===== config.mk =====
export PLATFORM = sky130hd
export DESIGN_NAME = alias_node_id_map_table_top
export DESIGN_NICKNAME = d
export VERILOG_FILES = /design/src/sv/anm_pkg.sv /design/src/sv/alias_node_id_map_table_top.sv /design/src/sv/anm_ctrl.sv /design/src/sv/anm_dpath.sv
export SDC_FILE = /design/constraint.sdc
export NUM_CORES = 1
export LEC_CHECK = 0
export BUFFER_PORTS_ARGS = -buffer_cell sky130_fd_sc_hd__buf_2
export CORE_UTILIZATION = 35
export DETAILED_ROUTE_END_ITERATION = 8
export PLACE_DENSITY = 0.56
export SLEW_MARGIN = 5
export SYNTH_ARGS = -nofsm -noshare
export SYNTH_HDL_FRONTEND = slang
export SYNTH_SLANG_ARGS = --single-unit

===== constraint.sdc =====
create_clock -name clk_i -period 9.3 [get_ports clk_i]
set_input_delay 0.93 -clock clk_i [delete_from_list [all_inputs] [get_ports clk_i]]
set_output_delay 0.93 -clock clk_i [all_outputs]
set_load 0.02 [all_outputs]

===== src/sv/anm_pkg.sv =====
// Shared types and constants for the alias / node-id map table.
package anm_pkg;

  localparam int SLOTS   = 16;
  localparam int IDX_W   = (SLOTS > 1) ? $clog2(SLOTS) : 1;
  localparam int ALIAS_W = 12;
  localparam int NODE_W  = 48;
  localparam int SLOT_W  = 4;
  localparam int ACT_W   = 3;

  typedef enum logic [ACT_W-1:0] {
    ACT_CLEAR      = 3'd0,
    ACT_REGISTER   = 3'd1,
    ACT_UNREGISTER = 3'd2,
    ACT_FIND_ALIAS = 3'd3,
    ACT_FIND_NODE  = 3'd4
  } action_e;

  // controller -> datapath
  typedef struct packed {
    logic load;    // capture input word, rewind scan index
    logic step;    // advance scan index
    logic finish;  // commit table update and load result register
  } anm_cmd_t;

  // datapath -> controller
  typedef struct packed {
    logic scan_end;  // current slot ends the scan (match, last slot or no scan)
    logic out_free;  // result register can take a word this cycle
  } anm_sts_t;

endpackage


===== src/sv/alias_node_id_map_table_top.sv =====
// Top level of the alias / node-id map table: controller plus datapath.
//
//  channel  dir  handshake                    tdata (low bit up)             tuser
//  s_axis   in   s_axis_tvalid/s_axis_tready  alias_key[11:0], node_key[59:12] action[2:0]
//  m_axis   out  m_axis_tvalid/m_axis_tready  slot[3:0], alias_out[15:4],      hit[0]
//                                             node_out[63:16]
//
// Flow: one word at a time; the scan reads one slot per cycle and stops at the first
// match or at the last slot, then the result is registered (clear and unused: no scan).
// The next word is taken only once the previous result has been loaded.
// Reset: rst_ni clears all valid bits (every slot free) and the result valid flag.
// Stalls: a finished scan holds its final slot until the result register is free;
// the input side can be accepted while the previous result word still waits.
module alias_node_id_map_table_top (
  input  logic        clk_i,
  input  logic        rst_ni,
  input  logic        s_axis_tvalid,
  output logic        s_axis_tready,
  input  logic [63:0] s_axis_tdata,   // alias_key[11:0], node_key[59:12], zero fill
  input  logic [2:0]  s_axis_tuser,   // action[2:0]
  output logic        m_axis_tvalid,
  input  logic        m_axis_tready,
  output logic [63:0] m_axis_tdata,   // slot[3:0], alias_out[15:4], node_out[63:16]
  output logic [0:0]  m_axis_tuser    // hit[0]
);
  import anm_pkg::*;

  anm_cmd_t cmd;
  anm_sts_t sts;

  logic                out_hit;
  logic [SLOT_W-1:0]   out_slot;
  logic [ALIAS_W-1:0]  out_alias;
  logic [NODE_W-1:0]   out_node;

  anm_ctrl u_ctrl (
    .clk_i      (clk_i),
    .rst_ni     (rst_ni),
    .in_valid_i (s_axis_tvalid),
    .in_ready_o (s_axis_tready),
    .sts_i      (sts),
    .cmd_o      (cmd)
  );

  anm_dpath u_dpath (
    .clk_i       (clk_i),
    .rst_ni      (rst_ni),
    .cmd_i       (cmd),
    .sts_o       (sts),
    .in_action_i (s_axis_tuser),
    .in_alias_i  (s_axis_tdata[11:0]),
    .in_node_i   (s_axis_tdata[59:12]),
    .out_valid_o (m_axis_tvalid),
    .out_ready_i (m_axis_tready),
    .out_hit_o   (out_hit),
    .out_slot_o  (out_slot),
    .out_alias_o (out_alias),
    .out_node_o  (out_node)
  );

  // fields packed from bit 0 upward; 64 bits exactly, no fill needed
  assign m_axis_tdata = {out_node, out_alias, out_slot};
  assign m_axis_tuser = out_hit;

endmodule


===== src/sv/anm_ctrl.sv =====
// Controller state machine for the alias / node-id map table.
module anm_ctrl (
  input  logic              clk_i,
  input  logic              rst_ni,
  input  logic              in_valid_i,
  output logic              in_ready_o,
  input  anm_pkg::anm_sts_t sts_i,
  output anm_pkg::anm_cmd_t cmd_o
);
  import anm_pkg::*;

  typedef enum logic {
    ST_IDLE,
    ST_SCAN
  } state_e;

  state_e state_q;
  state_e state_d;

  always_comb begin
    state_d = state_q;
    case (state_q)
      ST_IDLE: begin
        if (in_valid_i) state_d = ST_SCAN;
      end
      ST_SCAN: begin
        if (sts_i.scan_end && sts_i.out_free) state_d = ST_IDLE;
      end
      default: state_d = ST_IDLE;
    endcase
  end

  always_ff @(posedge clk_i or negedge rst_ni) begin
    if (!rst_ni) begin
      state_q <= ST_IDLE;
    end else begin
      state_q <= state_d;
    end
  end

  assign in_ready_o    = (state_q == ST_IDLE);
  assign cmd_o.load    = (state_q == ST_IDLE) && in_valid_i;
  assign cmd_o.step    = (state_q == ST_SCAN) && !sts_i.scan_end;
  assign cmd_o.finish  = (state_q == ST_SCAN) && sts_i.scan_end && sts_i.out_free;

endmodule


===== src/sv/anm_dpath.sv =====
// Datapath: slot table, scan counter, compare and result register.
module anm_dpath (
  input  logic                         clk_i,
  input  logic                         rst_ni,
  input  anm_pkg::anm_cmd_t            cmd_i,
  output anm_pkg::anm_sts_t            sts_o,
  input  logic [anm_pkg::ACT_W-1:0]    in_action_i,
  input  logic [anm_pkg::ALIAS_W-1:0]  in_alias_i,
  input  logic [anm_pkg::NODE_W-1:0]   in_node_i,
  output logic                         out_valid_o,
  input  logic                         out_ready_i,
  output logic                         out_hit_o,
  output logic [anm_pkg::SLOT_W-1:0]   out_slot_o,
  output logic [anm_pkg::ALIAS_W-1:0]  out_alias_o,
  output logic [anm_pkg::NODE_W-1:0]   out_node_o
);
  import anm_pkg::*;

  // captured request
  action_e             act_q;
  logic [ALIAS_W-1:0]  akey_q;
  logic [NODE_W-1:0]   nkey_q;
  logic [IDX_W-1:0]    idx_q;

  // slot table; an entry without its valid bit reads as zero
  logic [ALIAS_W-1:0]  alias_mem_q [SLOTS];
  logic [NODE_W-1:0]   node_mem_q  [SLOTS];
  logic [SLOTS-1:0]    valid_q;

  // result register
  logic                out_valid_q;
  logic                out_hit_q;
  logic [SLOT_W-1:0]   out_slot_q;
  logic [ALIAS_W-1:0]  out_alias_q;
  logic [NODE_W-1:0]   out_node_q;

  logic [ALIAS_W-1:0]  ent_alias;
  logic [NODE_W-1:0]   ent_node;
  logic                match;
  logic                no_scan;
  logic                last;
  logic [IDX_W+SLOT_W-1:0] idx_ext;
  logic                res_hit;
  logic [SLOT_W-1:0]   res_slot;
  logic [ALIAS_W-1:0]  res_alias;
  logic [NODE_W-1:0]   res_node;

  assign ent_alias = valid_q[idx_q] ? alias_mem_q[idx_q] : '0;
  assign ent_node  = valid_q[idx_q] ? node_mem_q[idx_q]  : '0;
  assign last      = (idx_q == IDX_W'(SLOTS - 1));
  assign idx_ext   = {{SLOT_W{1'b0}}, idx_q};

  always_comb begin
    match   = 1'b0;
    no_scan = 1'b0;
    case (act_q)
      ACT_CLEAR:      no_scan = 1'b1;
      ACT_REGISTER:   match   = (ent_alias == '0);
      ACT_UNREGISTER: match   = (ent_alias == akey_q);
      ACT_FIND_ALIAS: match   = (ent_alias == akey_q);
      ACT_FIND_NODE:  match   = (ent_node == nkey_q);
      default:        no_scan = 1'b1;
    endcase
  end

  always_comb begin
    res_hit   = 1'b0;
    res_slot  = '0;
    res_alias = '0;
    res_node  = '0;
    if (act_q == ACT_CLEAR) begin
      res_hit = 1'b1;
    end else if (match) begin
      res_hit  = 1'b1;
      res_slot = idx_ext[SLOT_W-1:0];
      if (act_q == ACT_REGISTER) begin
        res_alias = akey_q;
        res_node  = nkey_q;
      end else begin
        res_alias = ent_alias;
        res_node  = ent_node;
      end
    end
  end

  assign sts_o.scan_end = no_scan || match || last;
  assign sts_o.out_free = !out_valid_q || out_ready_i;

  // request capture and scan index
  always_ff @(posedge clk_i) begin
    if (cmd_i.load) begin
      act_q  <= action_e'(in_action_i);
      akey_q <= in_alias_i;
      nkey_q <= in_node_i;
    end
  end

  always_ff @(posedge clk_i or negedge rst_ni) begin
    if (!rst_ni) begin
      idx_q <= '0;
    end else if (cmd_i.load) begin
      idx_q <= '0;
    end else if (cmd_i.step) begin
      idx_q <= idx_q + IDX_W'(1);
    end
  end

  // table contents
  always_ff @(posedge clk_i) begin
    if (cmd_i.finish && match && (act_q == ACT_REGISTER)) begin
      alias_mem_q[idx_q] <= akey_q;
      node_mem_q[idx_q]  <= nkey_q;
    end
  end

  always_ff @(posedge clk_i or negedge rst_ni) begin
    if (!rst_ni) begin
      valid_q <= '0;
    end else if (cmd_i.finish) begin
      if (act_q == ACT_CLEAR) begin
        valid_q <= '0;
      end else if (match && (act_q == ACT_REGISTER)) begin
        valid_q[idx_q] <= 1'b1;
      end else if (match && (act_q == ACT_UNREGISTER)) begin
        valid_q[idx_q] <= 1'b0;
      end
    end
  end

  // result register
  always_ff @(posedge clk_i or negedge rst_ni) begin
    if (!rst_ni) begin
      out_valid_q <= 1'b0;
    end else if (cmd_i.finish) begin
      out_valid_q <= 1'b1;
    end else if (out_ready_i) begin
      out_valid_q <= 1'b0;
    end
  end

  always_ff @(posedge clk_i) begin
    if (cmd_i.finish) begin
      out_hit_q   <= res_hit;
      out_slot_q  <= res_slot;
      out_alias_q <= res_alias;
      out_node_q  <= res_node;
    end
  end

  assign out_valid_o = out_valid_q;
  assign out_hit_o   = out_hit_q;
  assign out_slot_o  = out_slot_q;
  assign out_alias_o = out_alias_q;
  assign out_node_o  = out_node_q;

  // a result never overwrites one still waiting downstream
  a_finish_free: assert property (@(posedge clk_i) disable iff (!rst_ni)
    cmd_i.finish |-> (!out_valid_q || out_ready_i))
    else $error("result loaded over a pending word");

  // the scan never runs past the last slot
  a_step_in_range: assert property (@(posedge clk_i) disable iff (!rst_ni)
    cmd_i.step |-> !last)
    else $error("scan index stepped past last slot");

  // clear leaves every slot free
  a_clear_empties: assert property (@(posedge clk_i) disable iff (!rst_ni)
    (cmd_i.finish && (act_q == ACT_CLEAR)) |=> (valid_q == '0))
    else $error("table not empty after clear");

  // a miss carries all-zero fields
  a_miss_zero: assert property (@(posedge clk_i) disable iff (!rst_ni)
    (out_valid_q && !out_hit_q) |->
      ((out_slot_q == '0) && (out_alias_q == '0) && (out_node_q == '0)))
    else $error("miss result with nonzero fields");

endmodule

# Word level (Yosys, flattened, before mapping)
# Memories as Yosys holds them, arrays and structs flattened.
# Cells that the tools add are included.
# word_totals
mem_count,2
ramBits,960
in_bits,71
word_cells,75
regBits,150
output_inout_bits,67
# classes
eq_ne,7
reduce_logical,24
bitwise_logic,5
addsub,1
order_cmp,2
mux,23
# mem_list
memory,words,word_bits,rd,rd_ports_with_merged_regs,write_ports,line_no,text
u_dpath.node_mem_q,16,48,1,0,1,anm_dpath.sv:27,logic [NODE_W-1:0] node_mem_q [SLOTS];
u_dpath.alias_mem_q,16,12,1,0,1,anm_dpath.sv:26,logic [ALIAS_W-1:0] alias_mem_q [SLOTS];
# op_table
op,count
48-bit 2-to-1 mux,2
48-bit equality test,1
16-bit 2-to-1 mux,3
12-bit 2-to-1 mux,2
16-bit AND,1
16-bit NOT,1
16-bit OR,1
12-bit equality test,1
12-bit logical NOT,1
1-bit logical AND,10
1-bit 2-to-1 mux,10
4-bit 2-to-1 mux,2
"3-bit by 2-bit equality test with 1-bit output, second input constant",2
"4-bit by 5-bit < comparator with 1-bit output, second input constant",1
"4-bit by 1-bit adder with 4-bit output, second input constant",1
1-bit binary-select mux with 4-bit select,1
1-bit demux with 4-bit select,1
"4-bit equality test, second input constant",1
"4-bit by 1-bit >= comparator with 1-bit output, second input constant",1
2-bit nonzero test,2
2-bit OR reduction,2
4-bit OR reduction,1
"3-bit by 1-bit equality test with 1-bit output, second input constant",1
"3-bit equality test, second input constant",1
other kinds (8),12

# Logic depth before layout (Yosys ltp)
# logic_depth
depth_word,13
depth_mapped,20
depth_no_buf,10

# Hierarchy
# A second synthesis with hierarchy kept.
# hier_totals
cells_unflattened,2484
hier_area_um2,45292.2
# modules_own_cells
module,cells_each,instances,area_each_um2,seq_area_each_um2
anm_dpath,2477,1,45229.6,33196.8
anm_ctrl,7,1,62.6,25.0

# Worst setup path after synthesis
# No wires, ideal clock.
# synth_path
path_type,reg-to-reg
start,register u_dpath.idx_q[1]
end,"register u_dpath.out_alias_q[0], in the netlist u_dpath.out_alias_o[0], enable pin"
setup_ns,0.488
path_stages_with_launch,20
path_buffers,9
synth_period_minus_slack_ns,6.677
t_required_ns,8.812
arrival_ns,6.188
path_slack_ns,2.623
path_cell_list,dfrtp_1 -> buf_4 -> buf_6 -> buf_6 -> buf_6 -> buf_6 -> buf_4 -> buf_4 -> buf_2 -> mux4_2 -> a222oi_1 -> nand2_1 -> nand2_1 -> nand2_1 -> a211oi_1 -> a31oi_1 -> nor4_2 -> buf_4 -> nor2_1 -> nor2_1
# synth_rtl
element,line_no,text
"start, declared",anm_dpath.sv:23,logic [IDX_W-1:0] idx_q;
"start signal, assigned",anm_dpath.sv:104,idx_q <= idx_q + IDX_W'(1);
"end signal, assigned",anm_dpath.sv:145,out_alias_q <= res_alias;
"end, declared",anm_dpath.sv:34,logic [ALIAS_W-1:0] out_alias_q;

==> metrics.md <==
| Metric | Value |
|---|---|
| Status | completed |
| Arr. time, crit path | ~7 ns |
| Sequential power share | 0.422 |
| Psw | about 4.6 mW |
| DRT Pass-1 Iters | 7 |
| Synthesized instance count | 2215 |
| Die area | about 130000 sq um |
| FILL cells | between 10000 and 15000 |
| CTS max path bufs | 3 |
| Pin count of the biggest net entering global routing | around 110 |
| Max-slew violation count | 0 |
| Leading area contributor after synthesis | edfxtp_1 |
| FF-to-FF path depth | 14 |
| Period minus WS final | around 6.6 ns |
| Worst IR drop on VDD | around 0.21 mV |
| Cell Pwr Density | about 290 nW/um^2 |
| Num CTS Buffers | roughly 110 |
| Hold WS | about 0.21 ns |
| Area delta synth->final | 14.59% |
| H-tree depth | 3 |
| Global-route usage over all layers | 0.1814 |
| Req. time, crit path | approximately 9.7 ns |
| Fin Setup TNS | 0 ns |
| Critical Path Source Type | flop |
| Final core occ | 0.4053 |
| Initial detailed-routing violation count | about 2600 |
| Synth area leaders | edfxtp_1 (73%), mux4_2 (13%), mux2i_1 (1.8%), dfrtp_1 (1.2%), nor2_1 (0.91%) |
| Post-synth EDFFs | around 1100 |
| Post-Place Worst Slack | 2.703 ns |
| DRC viols | 0 |
| Max Cap Viol | 0 |
| Worst slew margin | 0.1999 |
| Clk root buf | clkbuf_16 |
| Core Region | between 100000 and 150000 sq um |
| Int Pwr | approximately 10 mW |
| Slowest CP cell | dfrtp_4 |
| Final WL | around 120000 um |
| Fin crit share | 0.7140 |
| CTS tree | done |
| Switching Share | 0.3074 |
| GRT overflow | 0 |
| Die height | about 360 um |
| Most Frequent Cell on Critical Path | buf_4 |
| Clock share of power | 0.316 |
| Unrepaired setup endpoints after global routing | no |
| Vias after detailed routing | ~23000 |
| Fmax | roughly 0.15 GHz |
| Hold Path Class | input port to asynchronous set/reset pin |
| Vias in the first global route | between 20000 and 25000 |
| Input/output buffers | ~130 |
| Non-Filler Instances | 4134 |
| CP cell instances | buf_4 -> mux4_2 -> a22o_1 -> buf_4 -> or2_2 -> nand2_1 -> a221o_1 -> or4_1 -> or4_1 -> nor4_2 -> buf_4 -> nor2_1 -> nor2_4 -> buf_12 |
| Final setup fails | 0 |
| Main synth FF type | edfxtp_1 |
| First-pass GRT wire length | ~170000 um |
| Max FO, Critical Path | 38 |
| ANT nets after route | 0 |
| Initial antenna violation count | 6 |
| Layout cell share with drive strength beyond 1 | 0.2748 |
| Post-CTS setup buffer count | 0 |
| Routed WL per cell | around 29 um |
| Final #Nets | about 2500 |
| CTS sink cnt | between 1000 and 1500 |
| Setup ws final | 2.660 ns |
| Worst-skew pair later-pin latency | between 0.6 and 0.7 ns |
| Post-synthesis sequential area ratio | 0.7451 |
| Static Leak | ~16 nW |
| Yosys reg bits | around 1100 |
| Row count | 130 |
| Max stage delay on crit path | 0.78 ns |
| Flop2flop setup slack | between 2 and 3 ns |
| Synth cell types | 78 |
| Die width | roughly 360 um |
| Endpoints failing hold | 0 |
| Async S/R FF share, synth | 0.01982 |
| Mean post-synth cell area | a little over 20 sq um |
| IO Pins | about 140 |
| Area share of the largest cell type after synthesis | 0.7328 |
| HPWL after DPL | roughly 66000 um |
| Clock Pin Slew Worst Setup and Hold Paths | about 0.06 ns |
| Kind of critical path | flop to flop |
| Placed insts | a little under 4000 |
| Routability cong. | 0.8183 |
| Vias per std cell | between 5 and 6 |
| Comb power frac | 0.262 |
| Yosys warning total | 0 |
| Mapped Area | 44590 sq um |
| Worst Setup End Kind | flop |
| Hold buffers post-CTS | 0 |
| Clock Skew | 0.02509 ns |
| Initial Util | 0.3537 |
| Syn nets | ~2300 |
| Post_cts resized | 0 |
| Worst-Margin Slew | around 1.2 ns |
## through the flow
| stage | power (mW) | area (sq um) |
|---|---|---|
| 3_3_place_gp | 10.23 | 47280 |
| 2_1_floorplan | 9.086 | 44590 |
| 5_1_grt | 15.42 | 51090 |
| 3_5_place_dp | 10.30 | 47280 |
| 4_1_cts | 14.98 | 51090 |
| 6_report | 14.86 | 51090 |
## cells by family after synthesis
| kind of cell | after synthesis | synth area share |
|---|---|---|
| AO/OA/AOI/OAI | 289 | 0.04813 |
| XOR/XNOR | 22 | 0.004322 |
| adder cells (fa/ha/maj) | 4 | 0.001123 |
| buffers and inverters | 152 | 0.01928 |
| flip-flops | 1110 | 0.7451 |
| multiplexers | 344 | 0.1498 |
| AND/OR/NAND/NOR | 294 | 0.03219 |
## placed cells by master, fill, tap and decap left out, types with 18 or more instances in the layout
cell type and n:
a211oi_2 21, a21oi_1 53, a22oi_1 41, a2bb2oi_1 18
a31oi_1 21, buf_2 133, buf_4 40, bufinv_16 20
clkbuf_1 23, clkbuf_16 113, clkinv_1 24, dfrtp_1 18
edfxtp_1 1088, inv_1 19, mux2i_1 79, mux4_2 258
nand2_1 66, nor2_1 104, o21ai_0 25
## layer usage
metal,track usage,wire [um]
met1,0.2551,51720
met2,0.2968,57270
met3,0.02739,7244
met4,0.04300,2293
met5,0,0
## cell type report
cell class                 instances  area [sq um]  share of cell area
clock buffer                     136          2914             0.05704
sequential                      1110         33230              0.6505
clock inverter                    72         892.1             0.01746
tap                             1650          2064             0.04041
antenna                            2         5.005          0.00009796
timing repair buffer             188          1266             0.02478
multi-input combinational        953         10630              0.2080
inverter                          23         86.33            0.001690
## synthesized netlist by cell type, drive strengths merged (18+ instances only)
cell and count:
a21oi 53, a2bb2oi 18, inv 22, o21ai 40, dfrtp 22, mux4 258, buf 78, a211oi 27
nor3 20, clkbuf 51, a31oi 21, and3 21, nand2 66, nor2 109, a22oi 41, mux2i 79
edfxtp 1088
## power groups by stage
stage	sequential (mW)	combinational (mW)	clock, mW
after floorplan	6.26	2.82	0
after global placement	6.35	3.89	0
after detailed placement	6.38	3.92	0
after CTS	6.28	3.94	4.77
after global routing	6.32	4.16	4.95
final	6.27	3.89	4.70
## critical path: cells and delay by family (launching register included)
family / cells / cell delay [ns]
AND/OR/NAND/NOR: 7 / 3.01
buffers and inverters: 4 / 1.45
flip-flops: 1 / 0.78
AO/OA/AOI/OAI: 2 / 0.55
multiplexers: 1 / 0.32
## final timing paths
path | startpoint | to
worst max register to register | u_dpath.idx_q[1]$_DFFE_PN0P_ | u_dpath.out_alias_o[0]$_SDFFCE_PP0P_
worst max-delay path | u_dpath.idx_q[1]$_DFFE_PN0P_ | u_dpath.out_alias_o[0]$_SDFFCE_PP0P_
worst min register to register | u_dpath.valid_q[15]$_DFFE_PN0P_ | u_dpath.valid_q[15]$_DFFE_PN0P_
max in group asynchronous | rst_ni | u_dpath.idx_q[0]$_DFFE_PN0P_
worst min-delay path | rst_ni | u_dpath.valid_q[11]$_DFFE_PN0P_
min in group clk_i | s_axis_tdata[26] | u_dpath.nkey_q[14]$_DFFE_PP_
## flip-flops by register name, summed over array words and instances, names as in the netlist
register and flops:
u_dpath.node_mem_q 768, u_dpath.alias_mem_q 192, u_dpath.nkey_q 48, u_dpath.out_node_o 48, u_dpath.valid_q 16, u_dpath.akey_q 12
u_dpath.out_alias_o 12, u_dpath.idx_q 4, u_dpath.out_slot_o 4, u_dpath.act_q 3, u_ctrl.state_q 1, u_dpath.out_hit_o 1
u_dpath.out_valid_o 1
Power figures use the tool's default switching activity.
